$ cat src/assert_macros.svh
// Assertion macros used by the RTL top level.
// Both macros expect a clock named clk; MTP_ASSERT also expects a reset named rst.
`ifndef ASSERT_MACROS_SVH
`define ASSERT_MACROS_SVH

// Checked only while the block is out of reset.
`define MTP_ASSERT(label, prop, msg) \
  label: assert property (@(posedge clk) disable iff (rst) (prop)) else $error(msg);

// Checked at every clock edge, reset included.
`define MTP_ASSERT_ALWAYS(label, prop, msg) \
  label: assert property (@(posedge clk) (prop)) else $error(msg);

`endif

$ cat src/mtp_pkg.sv
// ---------------------------------------------------------------------------
// Minutiae template parser package
// Result codes, parse phases, header constants and the result word type.
// ---------------------------------------------------------------------------
package mtp_pkg;

  typedef enum logic [1:0] {
    KIND_MINUTIA    = 2'd0,
    KIND_EMPTY_VIEW = 2'd1,
    KIND_ERROR      = 2'd2
  } kind_t;

  typedef enum logic [1:0] {
    ERR_FORMAT_ID = 2'd0,
    ERR_VERSION   = 2'd1,
    ERR_EMPTY     = 2'd2
  } err_code_t;

  typedef enum logic [4:0] {
    PH_IDLE    = 5'b00001,
    PH_HEADER  = 5'b00010,
    PH_LONGLEN = 5'b00100,
    PH_SKIP    = 5'b01000,
    PH_MINUT   = 5'b10000
  } phase_t;

  localparam int unsigned HDR_LEN = 8;

  // Format identifier "FMR\0" followed by version " 20\0".
  localparam logic [7:0] HDR_BYTES [HDR_LEN] = '{
    8'h46, 8'h4D, 8'h52, 8'h00, 8'h20, 8'h32, 8'h30, 8'h00
  };

  localparam logic [5:0]  OFF_SHORT_LEN_HI = 6'd8;
  localparam logic [5:0]  OFF_VERSION      = 6'd4;
  localparam logic [5:0]  LONG_LEN_BYTES   = 6'd4;
  localparam logic [5:0]  SKIP_COUNT_AT    = 6'd19;
  localparam logic [31:0] EMPTY_LENGTH     = 32'd32;
  localparam logic [7:0]  COORD_HI_MASK    = 8'h3F;

  typedef struct packed {
    kind_t       kind;
    err_code_t   error_code;
    logic [13:0] x_position;
    logic [13:0] y_position;
    logic [7:0]  direction;
    logic [7:0]  minutia_index;
    logic        last;
  } result_t;

  localparam result_t RESULT_ZERO = '{
    kind: KIND_MINUTIA, error_code: ERR_FORMAT_ID, x_position: 14'd0,
    y_position: 14'd0, direction: 8'd0, minutia_index: 8'd0, last: 1'b0
  };

endpackage

$ cat src/mtp_if.sv
// ---------------------------------------------------------------------------
// Minutiae template parser channels
// Byte input channel and result output channel, valid/ready handshake.
// ---------------------------------------------------------------------------
interface mtp_in_if;
  logic       valid;
  logic       ready;
  logic [7:0] data_byte;
  logic       record_start;

  modport source (output valid, output data_byte, output record_start, input ready);
  modport sink   (input valid, input data_byte, input record_start, output ready);
endinterface

interface mtp_out_if;
  logic        valid;
  logic        ready;
  logic [1:0]  kind;
  logic [1:0]  error_code;
  logic [13:0] x_position;
  logic [13:0] y_position;
  logic [7:0]  direction;
  logic [7:0]  minutia_index;
  logic        last;

  modport source (output valid, output kind, output error_code, output x_position,
                  output y_position, output direction, output minutia_index,
                  output last, input ready);
  modport sink   (input valid, input kind, input error_code, input x_position,
                  input y_position, input direction, input minutia_index,
                  input last, output ready);
endinterface

$ cat src/mtp_parser.sv
// ---------------------------------------------------------------------------
// Minutiae template parser state machine
// Updates the parse state on each accepted byte and forms at most one result.
// ---------------------------------------------------------------------------
module mtp_parser (
  input  logic             clk,
  input  logic             rst,
  input  logic             step,
  input  logic [7:0]       data_byte,
  input  logic             record_start,
  output logic             res_valid,
  output mtp_pkg::result_t res
);
  import mtp_pkg::*;

  phase_t      parse_phase, parse_phase_next;
  logic [5:0]  byte_offset, byte_offset_next;
  logic [31:0] record_length, record_length_next;
  logic [7:0]  minutia_count, minutia_count_next;
  logic [7:0]  current_index, current_index_next;
  logic [2:0]  byte_in_minutia, byte_in_minutia_next;
  logic [13:0] partial_x, partial_x_next;
  logic [13:0] partial_y, partial_y_next;
  logic [7:0]  partial_direction, partial_direction_next;

  logic [8:0]  index_inc;
  logic        is_last;
  logic [31:0] short_length;

  // A start byte sees the state cleared as after a reset, but with the phase set to header.
  always_comb begin
    if (record_start) begin
      parse_phase_next       = PH_HEADER;
      byte_offset_next       = 6'd0;
      record_length_next     = 32'd0;
      minutia_count_next     = 8'd0;
      current_index_next     = 8'd0;
      byte_in_minutia_next   = 3'd0;
      partial_x_next         = 14'd0;
      partial_y_next         = 14'd0;
      partial_direction_next = 8'd0;
    end else begin
      parse_phase_next       = parse_phase;
      byte_offset_next       = byte_offset;
      record_length_next     = record_length;
      minutia_count_next     = minutia_count;
      current_index_next     = current_index;
      byte_in_minutia_next   = byte_in_minutia;
      partial_x_next         = partial_x;
      partial_y_next         = partial_y;
      partial_direction_next = partial_direction;
    end

    res_valid    = 1'b0;
    res          = RESULT_ZERO;
    index_inc    = {1'b0, current_index_next} + 9'd1;
    is_last      = (index_inc >= {1'b0, minutia_count_next});
    short_length = {16'd0, record_length_next[7:0], data_byte};

    unique case (parse_phase_next)
      PH_HEADER: begin
        if (byte_offset_next < OFF_SHORT_LEN_HI) begin
          if (data_byte != HDR_BYTES[byte_offset_next[2:0]]) begin
            parse_phase_next = PH_IDLE;
            res_valid        = 1'b1;
            res.kind         = KIND_ERROR;
            res.error_code   = (byte_offset_next < OFF_VERSION) ? ERR_FORMAT_ID
                                                                : ERR_VERSION;
            res.last         = 1'b1;
          end else begin
            byte_offset_next = byte_offset_next + 6'd1;
          end
        end else if (byte_offset_next == OFF_SHORT_LEN_HI) begin
          record_length_next = {24'd0, data_byte};
          byte_offset_next   = OFF_SHORT_LEN_HI + 6'd1;
        end else if (record_length_next == 32'd0 && data_byte == 8'd0) begin
          // Two zero bytes announce the long length form.
          parse_phase_next   = PH_LONGLEN;
          byte_offset_next   = 6'd0;
          record_length_next = 32'd0;
        end else begin
          record_length_next = short_length;
          if (short_length == EMPTY_LENGTH) begin
            parse_phase_next = PH_IDLE;
            res_valid        = 1'b1;
            res.kind         = KIND_ERROR;
            res.error_code   = ERR_EMPTY;
            res.last         = 1'b1;
          end else begin
            parse_phase_next = PH_SKIP;
            byte_offset_next = 6'd0;
          end
        end
      end
      PH_LONGLEN: begin
        record_length_next = {record_length_next[23:0], data_byte};
        byte_offset_next   = byte_offset_next + 6'd1;
        if (byte_offset_next >= LONG_LEN_BYTES) begin
          if (record_length_next == EMPTY_LENGTH) begin
            parse_phase_next = PH_IDLE;
            res_valid        = 1'b1;
            res.kind         = KIND_ERROR;
            res.error_code   = ERR_EMPTY;
            res.last         = 1'b1;
          end else begin
            parse_phase_next = PH_SKIP;
            byte_offset_next = 6'd0;
          end
        end
      end
      PH_SKIP: begin
        if (byte_offset_next < SKIP_COUNT_AT) begin
          byte_offset_next = byte_offset_next + 6'd1;
        end else begin
          minutia_count_next   = data_byte;
          current_index_next   = 8'd0;
          byte_in_minutia_next = 3'd0;
          if (data_byte == 8'd0) begin
            parse_phase_next = PH_IDLE;
            res_valid        = 1'b1;
            res.kind         = KIND_EMPTY_VIEW;
            res.last         = 1'b1;
          end else begin
            parse_phase_next = PH_MINUT;
          end
        end
      end
      PH_MINUT: begin
        byte_in_minutia_next = byte_in_minutia_next + 3'd1;
        case (byte_in_minutia)
          3'd0: partial_x_next = {data_byte[5:0] & COORD_HI_MASK[5:0], 8'd0};
          3'd1: partial_x_next = {partial_x_next[13:8], data_byte};
          3'd2: partial_y_next = {data_byte[5:0] & COORD_HI_MASK[5:0], 8'd0};
          3'd3: partial_y_next = {partial_y_next[13:8], data_byte};
          3'd4: partial_direction_next = data_byte;
          default: begin
            res_valid            = 1'b1;
            res.kind             = KIND_MINUTIA;
            res.x_position       = partial_x_next;
            res.y_position       = partial_y_next;
            res.direction        = partial_direction_next;
            res.minutia_index    = current_index_next;
            res.last             = is_last;
            byte_in_minutia_next = 3'd0;
            current_index_next   = index_inc[7:0];
            if (is_last) begin
              parse_phase_next = PH_IDLE;
            end
          end
        endcase
      end
      default: begin
        parse_phase_next = PH_IDLE;
      end
    endcase
  end

  always_ff @(posedge clk) begin
    if (rst) begin
      parse_phase       <= PH_IDLE;
      byte_offset       <= 6'd0;
      record_length     <= 32'd0;
      minutia_count     <= 8'd0;
      current_index     <= 8'd0;
      byte_in_minutia   <= 3'd0;
      partial_x         <= 14'd0;
      partial_y         <= 14'd0;
      partial_direction <= 8'd0;
    end else if (step) begin
      parse_phase       <= parse_phase_next;
      byte_offset       <= byte_offset_next;
      record_length     <= record_length_next;
      minutia_count     <= minutia_count_next;
      current_index     <= current_index_next;
      byte_in_minutia   <= byte_in_minutia_next;
      partial_x         <= partial_x_next;
      partial_y         <= partial_y_next;
      partial_direction <= partial_direction_next;
    end
  end

endmodule

$ cat src/mtp_out_reg.sv
// ---------------------------------------------------------------------------
// Minutiae template parser result register
// Holds one result word until the sink takes it.
// ---------------------------------------------------------------------------
module mtp_out_reg (
  input  logic             clk,
  input  logic             rst,
  input  logic             load,
  input  mtp_pkg::result_t res,
  input  logic             out_ready,
  output logic             out_valid,
  output logic             can_load,
  output mtp_pkg::result_t held
);
  import mtp_pkg::*;

  logic valid;

  // A new word may enter when the register is empty or is being emptied.
  assign can_load  = !valid || out_ready;
  assign out_valid = valid;

  always_ff @(posedge clk) begin
    if (rst) begin
      valid <= 1'b0;
    end else if (load) begin
      valid <= 1'b1;
    end else if (out_ready) begin
      valid <= 1'b0;
    end
  end

  always_ff @(posedge clk) begin
    if (load) begin
      held <= res;
    end
  end

endmodule

$ cat src/minutiae_template_parser_top.sv
// A result appears on the output channel in the cycle after the byte that causes it is accepted.
// Throughput: one byte per cycle; the only stall is a full result register not taken.
// Each byte updates the parse state in one pass of logic; results pass one output register.
// Reset (rst, synchronous, active high) returns the parser to idle and empties the output.
// Bytes before the first record_start are consumed without result.
// ---------------------------------------------------------------------------
// Minutiae template parser top level
// Byte-wide minutiae record parser with a registered result channel.
// ---------------------------------------------------------------------------
`include "assert_macros.svh"

module minutiae_template_parser_top (
  input  logic  clk,
  input  logic  rst,
  mtp_in_if.sink     in_ch,
  mtp_out_if.source  out_ch
);
  import mtp_pkg::*;

  logic    step;
  logic    res_valid;
  logic    can_load;
  result_t res;
  result_t held;

  assign in_ch.ready = can_load;
  assign step        = in_ch.valid && can_load;

  mtp_parser u_parser (
    .clk          (clk),
    .rst          (rst),
    .step         (step),
    .data_byte    (in_ch.data_byte),
    .record_start (in_ch.record_start),
    .res_valid    (res_valid),
    .res          (res)
  );

  mtp_out_reg u_out_reg (
    .clk       (clk),
    .rst       (rst),
    .load      (step && res_valid),
    .res       (res),
    .out_ready (out_ch.ready),
    .out_valid (out_ch.valid),
    .can_load  (can_load),
    .held      (held)
  );

  assign out_ch.kind          = held.kind;
  assign out_ch.error_code    = held.error_code;
  assign out_ch.x_position    = held.x_position;
  assign out_ch.y_position    = held.y_position;
  assign out_ch.direction     = held.direction;
  assign out_ch.minutia_index = held.minutia_index;
  assign out_ch.last          = held.last;

  `MTP_ASSERT_ALWAYS(a_empty_after_reset, rst |=> !out_ch.valid, "output valid after reset")
  `MTP_ASSERT(a_ready_when_empty, !out_ch.valid |-> in_ch.ready, "input stalled with empty output")
  `MTP_ASSERT(a_drain_without_load, (out_ch.valid && out_ch.ready && !(in_ch.valid && in_ch.ready)) |=> !out_ch.valid, "word repeated after hand-over")
  `MTP_ASSERT(a_error_is_last, (out_ch.valid && (out_ch.kind == KIND_ERROR || out_ch.kind == KIND_EMPTY_VIEW)) |-> out_ch.last, "terminal word without last")
  `MTP_ASSERT(a_code_only_on_error, (out_ch.valid && out_ch.kind != KIND_ERROR) |-> (out_ch.error_code == ERR_FORMAT_ID), "error code on non-error word")

endmodule

$ cat src/flat_wrapper.sv
// flat-port wrapper written by rule: the top's interface ports become plain ports
module minutiae_template_parser_top_flat import mtp_pkg::*;
  (clk, rst, in_ch_valid, in_ch_data_byte, in_ch_record_start, in_ch_ready, out_ch_valid, out_ch_kind, out_ch_error_code, out_ch_x_position, out_ch_y_position, out_ch_direction, out_ch_minutia_index, out_ch_last, out_ch_ready);
  mtp_in_if in_ch_i ();
  mtp_out_if out_ch_i ();
  input  logic clk;
  input  logic rst;
  input wire logic [$bits(in_ch_i.valid)-1:0] in_ch_valid;
  input wire logic [$bits(in_ch_i.data_byte)-1:0] in_ch_data_byte;
  input wire logic [$bits(in_ch_i.record_start)-1:0] in_ch_record_start;
  output wire logic [$bits(in_ch_i.ready)-1:0] in_ch_ready;
  output wire logic [$bits(out_ch_i.valid)-1:0] out_ch_valid;
  output wire logic [$bits(out_ch_i.kind)-1:0] out_ch_kind;
  output wire logic [$bits(out_ch_i.error_code)-1:0] out_ch_error_code;
  output wire logic [$bits(out_ch_i.x_position)-1:0] out_ch_x_position;
  output wire logic [$bits(out_ch_i.y_position)-1:0] out_ch_y_position;
  output wire logic [$bits(out_ch_i.direction)-1:0] out_ch_direction;
  output wire logic [$bits(out_ch_i.minutia_index)-1:0] out_ch_minutia_index;
  output wire logic [$bits(out_ch_i.last)-1:0] out_ch_last;
  input wire logic [$bits(out_ch_i.ready)-1:0] out_ch_ready;
  assign in_ch_i.valid = in_ch_valid;
  assign in_ch_i.data_byte = in_ch_data_byte;
  assign in_ch_i.record_start = in_ch_record_start;
  assign in_ch_ready = in_ch_i.ready;
  assign out_ch_valid = out_ch_i.valid;
  assign out_ch_kind = out_ch_i.kind;
  assign out_ch_error_code = out_ch_i.error_code;
  assign out_ch_x_position = out_ch_i.x_position;
  assign out_ch_y_position = out_ch_i.y_position;
  assign out_ch_direction = out_ch_i.direction;
  assign out_ch_minutia_index = out_ch_i.minutia_index;
  assign out_ch_last = out_ch_i.last;
  assign out_ch_i.ready = out_ch_ready;
  minutiae_template_parser_top u_core (.clk(clk), .rst(rst), .in_ch(in_ch_i), .out_ch(out_ch_i));
endmodule
$ cat config.mk
export PLATFORM = sky130hd
export DESIGN_NAME = minutiae_template_parser_top_flat
export DESIGN_NICKNAME = d
export VERILOG_FILES = /design/src/mtp_pkg.sv /design/src/mtp_if.sv /design/src/mtp_parser.sv /design/src/mtp_out_reg.sv /design/src/minutiae_template_parser_top.sv /design/src/flat_wrapper.sv
export VERILOG_INCLUDE_DIRS = /design/src /design/src/src
export SDC_FILE = /design/constraint.sdc
export NUM_CORES = 1
export LEC_CHECK = 0
export BUFFER_PORTS_ARGS = -buffer_cell sky130_fd_sc_hd__buf_2
export CAP_MARGIN = 20
export CORE_AREA = 8 8 125 127
export CTS_BUF_LIST = sky130_fd_sc_hd__clkbuf_8 sky130_fd_sc_hd__clkbuf_16
export CTS_CLUSTER_DIAMETER = 200
export DETAILED_ROUTE_END_ITERATION = 8
export DIE_AREA = 0 0 133 135
export GPL_ROUTABILITY_DRIVEN = 1
export GPL_TIMING_DRIVEN = 0
export PLACE_DENSITY = 0.79
export SYNTH_ARGS = -nofsm -noshare
export SYNTH_HDL_FRONTEND = slang
export SYNTH_SLANG_ARGS = --single-unit
$ cat constraint.sdc
create_clock -name clk -period 7.5 [get_ports clk]
set_input_delay 0.75 -clock clk [delete_from_list [all_inputs] [get_ports clk]]
set_output_delay 0.75 -clock clk [all_outputs]
set_load 0.05 [all_outputs]
==> metrics, run 1 <==
asr flop ratio synth 0%; top fanout value on the critical path 34; Yosys cell types 67; Mapped Cells 691; synthesized net count 719; most numerous cell in the Yosys netlist nor2_1; wire length per cell 18.1 um; Comb pwr share 4.7%; Setup Slack @ Placement 2.36 ns; Pre-antenna DRT Iters 5; n_diodes 0; vias in the first global route 5243; die area 0.0180 sq mm; Synth top area share 29.6%; fmax 0.208 GHz; initial antenna violation count 0; Pleak 3.14 nW; Crit Reg-Reg Startpoint u_core.u_parser.byte_offset[0]; Worst setup startpoint in_ch_record_start; GR Util All Layers 19.3%; most used cell, CP buf_2; vias 5720; Post-CTS Setup Repair Bufs 0; # IOs 64; commonest register cell after synthesis dfxtp_1; RSZ-0062 raised after global routing no; area delta synth->final 17.2%; Die Span Y 135 um; TritonCTS Buffers 17; Tcrit/Tclk final 64.1%; Die W 133 um; gpl congestion 0.974; Crit path required time 7.62 ns; class of the most critical setup path input pin to register; Clk pwr share 48.4%; worst setup margin 2.70 ns; CP max-delay cell a21oi_4; 1st-iter DRT viols 676; share of cells above drive strength 1 15.0%; Worst-Margin Slew 0.833 ns; Post-Syn Area 0.00669 sq mm; Worst path depth 16; CTS root buf clkbuf_16; CP Launch Type input pin; cell taking the most area after synthesis dfxtp_1; Syn Area/Cell 9.68 sq um; Yosys reg bits 148; Worst EP arrival 4.92 ns; global route overflow 0; maximum buffer depth of the clock tree 2; vias per cell 5.95; sequential fraction of design power 46.9%; Clock Pin Slew Worst Setup and Hold Paths 0.06 ns; drt total wl 17.4 mm; ranking of synthesized cells by area dfxtp_1 (30%), edfxtp_1 (22%), a22oi_1 (8.4%); Power Density 226 mW/mm^2; Post-synth EDFFs 49; switch share 21.7%; delay-heaviest family, CP buffers and inverters; clk sinks 148; Buf/Inv on CP 7; end of the critical path u_core.u_out_reg.held[19]; hpwl dp 12.0 mm; Peak VDD IR 0.000148 V; Overall Power 1.77 mW; # port buffers 57; flop2flop setup slack 3.75 ns; max_slew headroom 43.9%; internal power 1.39 mW; worst hold path type register to register; min-delay src u_core.u_parser.record_length[5]; htree depth 4; largest net degree at the start of global routing 35; Seq/Total Area, Yosys 51.6%; # hold bufs at CTS 0; reg2reg end u_core.u_out_reg.held[19]; drc violations 0; worst r2r path cells 12; TNS Setup 0 ns; outcome complete, no violations; starting density of the core 49.2%; Core Box Area 0.0136 sq mm; Final ANT Viol Nets 0; first-pass GRT wire length 27.8 mm; Syn. warnings 0; switching pwr 0.386 mW; Final Hold Viols 0; Commonest cells post-synth nor2_1 (106), dfxtp_1 (99), a22oi_1 (75); CP Cell Sequence buf_2, buf_4, buf_2, clkbuf_1, buf_2, nor2_1, ha_1, inv_1, ha_1, xor2_1, nor4_1, a41oi_1, nor2_2, o21a_1, a21oi_4, buf_12; nets 796; Cell Rows 43; TritonCTS clock tree done; CP Capture Type register; worst skew pair latency 0.42 ns; clk_skew 0.00891 ns; Maximum Capacitance Violations 0; fin crit period 4.80 ns; final setup violation count 0; final slew viol count 0; CP max stage delay 0.57 ns; CTS resizes 0
## routing by layer
layer / share of wire [%] / vias to the layer above / global-route usage, %
met4: 1.9 / 0 / 6.62
met2: 46 / 239 / 30.7
met1: 44 / 2738 / 25.2
li1: - / 2713 / -
met5: 0 / - / 0
met3: 7.9 / 30 / 4.68
## kinds of logic (layout without fill, tap and decap cells)
| group | Yosys count | after routing | synth area share, % |
|---|---|---|---|
| AND/OR/NAND/NOR | 275 | 275 | 21.0 |
| AO/OA/AOI/OAI | 175 | 175 | 18.6 |
| flip-flops | 148 | 148 | 51.6 |
| buffers and inverters | 62 | 152 | 3.93 |
| adder cells (fa/ha/maj) | 15 | 15 | 2.80 |
| XOR/XNOR | 15 | 15 | 1.96 |
| multiplexers | 1 | 1 | 0.150 |
## cell type report
cell class | count | area, sq um
Fill cell | 1174 | 5770
Sequential cell | 148 | 3450
Multi-Input combinational cell | 481 | 2990
Clock buffer | 22 | 505
Timing Repair Buffer | 58 | 305
Buffer | 52 | 225
Tap cell | 180 | 225
Clock inverter | 10 | 106
Inverter | 10 | 37.5
## how the worst min path moves through the flow
stage | to | slack [ns] | cells after the start
2_1_floorplan | u_core.u_parser.partial_direction[0] | 0.46 | 2
3_3_place_gp | u_core.u_parser.partial_y[8] | 0.47 | 2
3_5_place_dp | u_core.u_parser.partial_y[2] | 0.48 | 2
4_1_cts | u_core.u_parser.partial_y[2] | 0.50 | 2
5_1_grt | u_core.u_parser.record_length[12] | 0.52 | 1
6_report | u_core.u_parser.record_length[13] | 0.49 | 1
## placed cells by master (no fill, tap or decap), types with 4 or more instances in the layout
cell type / Yosys / final
and2_1: 4 / 4
nor2b_1: 6 / 6
clkbuf_16: 0 / 18
o21ai_0: 20 / 20
a22oi_1: 75 / 75
clkbuf_1: 35 / 35
dfxtp_1: 99 / 99
edfxtp_1: 49 / 49
buf_2: 12 / 69
xnor2_1: 5 / 5
and3_1: 48 / 48
nor4_1: 16 / 16
nand2_1: 37 / 37
ha_1: 15 / 15
a21o_1: 5 / 5
inv_1: 10 / 14
clkbuf_8: 0 / 4
o21ai_1: 5 / 5
a21oi_1: 24 / 23
nand2b_1: 6 / 6
a211oi_1: 5 / 5
xor2_1: 10 / 10
a31oi_1: 4 / 4
nor2_1: 106 / 106
and4_1: 4 / 4
a22o_1: 9 / 9
nor3_1: 14 / 14
nand3_1: 10 / 10
## state kept, by name, summed over array words and instances (netlist names)
name                               cells
u_core.u_out_reg.held                 49
u_core.u_out_reg.out_valid             1
u_core.u_parser.byte_in_minutia        3
u_core.u_parser.byte_offset            6
u_core.u_parser.current_index          8
u_core.u_parser.minutia_count          8
u_core.u_parser.parse_phase            5
u_core.u_parser.partial_direction      8
u_core.u_parser.partial_x             14
u_core.u_parser.partial_y             14
u_core.u_parser.record_length         32
## power by group through the flow
stage          Clock (mW)  Sequential [mW]  Combinational, mW
6_report            0.858            0.832             0.0837
3_3_place_gp            0            0.850             0.0803
2_1_floorplan           0            0.862             0.0411
3_5_place_dp            0            0.849             0.0822
4_1_cts             0.865            0.832             0.0825
5_1_grt             0.904            0.832             0.0889
## per-stage QoR
stage | util, % | hold slack (ns) | cell area, sq um | std cells
6_report | 57.6 | 0.493 | 7850 | 961
5_1_grt | 57.6 | 0.523 | 7850 | 961
2_1_floorplan | - | 0.457 | 6690 | 691
3_3_place_gp | 52.9 | 0.469 | 7200 | 928
3_5_place_dp | 53.1 | 0.478 | 7230 | 929
4_1_cts | 57.6 | 0.497 | 7850 | 961
Note: power is estimated with default switching activity, not from simulation.
==> run 2: changes to the inputs <==
Clock period 7.5 ns to 4.9 ns, I/O delays scaled along.
==> run 2 against run 1 <==
  * Flip-flop and latch count did not move
  * Largest cell class unchanged
  * Critical path depth decreased by 1
  * Sequential power is 53% higher
  * Highest routed layer unchanged
  * Cell count unchanged
==> metrics, run 2 (synthesis results as in run 1) <==
Cell Rows 43 (unchanged); Reg with most FFs u_core.u_out_reg.held (unchanged); Comb pwr share 4.7% (about the same); GR Util All Layers 19.5% (was 19.3%); worst skew pair latency 0.43 ns (was 0.42 ns); RSZ-0062 raised after global routing no (unchanged); Peak VDD IR 0.000207 V (was 0.000148 V); nets 796 (unchanged); Crit Reg-Reg Startpoint u_core.u_parser.byte_offset[0] (unchanged); final setup violation count 0 (unchanged); vias per cell 6.07 (was 5.95); max_slew headroom 49.5% (was 43.9%); gpl congestion 0.991 (was 0.974); final slew viol count 0 (unchanged); n_diodes 0 (unchanged); switching pwr 0.590 mW (was 0.386 mW); Worst EP arrival 4.63 ns (was 4.92 ns); dpl cells 929 (unchanged); maximum buffer depth of the clock tree 2 (unchanged); Clk pwr share 47.3% (was 48.4%); Final Cell Area 0.00780 sq mm (was 0.00785 sq mm); TNS Setup 0 ns (unchanged); Post-Route Utilization 57.3% (was 57.6%); Worst-Margin Slew 0.749 ns (was 0.833 ns); Placed Instance Area 0.00723 sq mm (unchanged); top fanout value on the critical path 33 (was 34); largest net degree at the start of global routing 34 (was 35); TritonCTS Buffers 17 (unchanged); CTS root buf clkbuf_16 (unchanged); Hold Slack 0.487 ns (was 0.493 ns); Pre-antenna DRT Iters 5 (unchanged); Pleak 3.13 nW (was 3.14 nW); Post-CTS Setup Repair Bufs 0 (unchanged); Core Box Area 0.0136 sq mm (unchanged); wire length per cell 18.2 um (was 18.1 um); most common cell after layout, fill and taps aside nor2_1 (unchanged); vias 5831 (was 5720); fill cell count 1172 (was 1174); Power Density 339 mW/mm^2 (was 226 mW/mm^2); outcome complete, no violations (unchanged); Crit path required time 5.02 ns (was 7.62 ns); drc violations 0 (unchanged); clk_skew 0.00980 ns (was 0.00891 ns); htree depth 4 (unchanged); drt total wl 17.5 mm (was 17.4 mm); global route overflow 0 (unchanged); starting density of the core 49.2% (unchanged); # port buffers 57 (unchanged); most frequent cells in the layout nor2_1 (106), dfxtp_1 (99), a22oi_1 (75) (unchanged); Overall Power 2.65 mW (was 1.77 mW); TritonCTS clock tree done (unchanged); hpwl dp 12.1 mm (was 12.0 mm); non-filler instance count after layout 961 (unchanged); first-pass GRT wire length 28.2 mm (was 27.8 mm); worst setup margin 0.386 ns (was 2.70 ns); sequential fraction of design power 48.0% (was 46.9%); internal power 2.06 mW (was 1.39 mW); clk sinks 148 (unchanged); CTS resizes 0 (unchanged); max reg flops 49 (unchanged); Clock Pin Slew Worst Setup and Hold Paths 0.06 ns (about the same); 1st-iter DRT viols 609 (was 676); vias in the first global route 5412 (was 5243); Die W 133 um (unchanged); switch share 22.3% (was 21.7%); fmax 0.222 GHz; fin crit period 4.51 ns; die area 0.0180 sq mm (unchanged); class of the most critical setup path input pin to register (unchanged); biggest regs u_core.u_out_reg.held (49), u_core.u_parser.record_length (32) (unchanged); initial antenna violation count 0 (unchanged); Die Span Y 135 um (unchanged); CP Launch Type input pin (unchanged); area delta synth->final 16.6% (was 17.2%); # IOs 64 (unchanged); Setup Slack @ Placement 0.0281 ns (was 2.36 ns); Final Hold Viols 0 (unchanged); Final ANT Viol Nets 0 (unchanged); Worst setup startpoint in_ch_record_start (unchanged); Maximum Capacitance Violations 0 (unchanged); CP Capture Type register (unchanged); worst hold path type register to register (unchanged); # hold bufs at CTS 0 (unchanged); share of cells above drive strength 1 14.9% (was 15.0%); Tcrit/Tclk final 92.1%; min-delay src u_core.u_parser.partial_y[12] (was u_core.u_parser.record_length[5])
[run 2: path summary, 6_finish.rpt]
kind	end	cells after the start	slack [ns]
setup reg to reg	u_core.u_out_reg.held[18]	12	1.26
setup / recovery	u_core.u_out_reg.held[18]	15	0.39
hold reg to reg	u_core.u_parser.partial_y[12]	2	0.49
hold / removal	u_core.u_parser.partial_y[12]	2	0.49
[run 2: power by group through the flow]
| stage | registers (mW) | logic (mW) | clock network [mW] |
|---|---|---|---|
| after floorplan | 1.31 | 0.0631 | 0 |
| after global placement | 1.30 | 0.119 | 0 |
| after detailed placement | 1.30 | 0.121 | 0 |
| after CTS | 1.27 | 0.122 | 1.26 |
| after global routing | 1.27 | 0.132 | 1.31 |
| final | 1.27 | 0.124 | 1.25 |
[run 2: worst max-delay path: stages]
cell	delay, ns
buf_2	0.13
buf_4	0.22
buf_2	0.32
clkbuf_1	0.48
buf_2	0.36
nor2_1	0.15
ha_1	0.34
nor3b_1	0.19
a21oi_1	0.07
xor2_1	0.16
a41oi_1	0.43
nor2_2	0.14
o21a_1	0.26
a21oi_4	0.57
buf_12	0.28
[run 2: layer usage]
layer	wire, um	GRT usage, %
met5	0	0
met4	328	6.94
met3	1610	5.72
met2	8250	31.5
met1	7350	24.3
[run 2: final cells by class]
type | instances | area [sq um] | share of cell area [%]
Sequential cell | 148 | 3450 | 44.2
Inverter | 10 | 37.5 | 0.481
Multi-Input combinational cell | 481 | 2990 | 38.3
Clock buffer | 19 | 453 | 5.80
Tap cell | 180 | 225 | 2.89
Timing Repair Buffer | 58 | 305 | 3.91
Buffer | 52 | 225 | 2.89
Clock inverter | 13 | 119 | 1.52
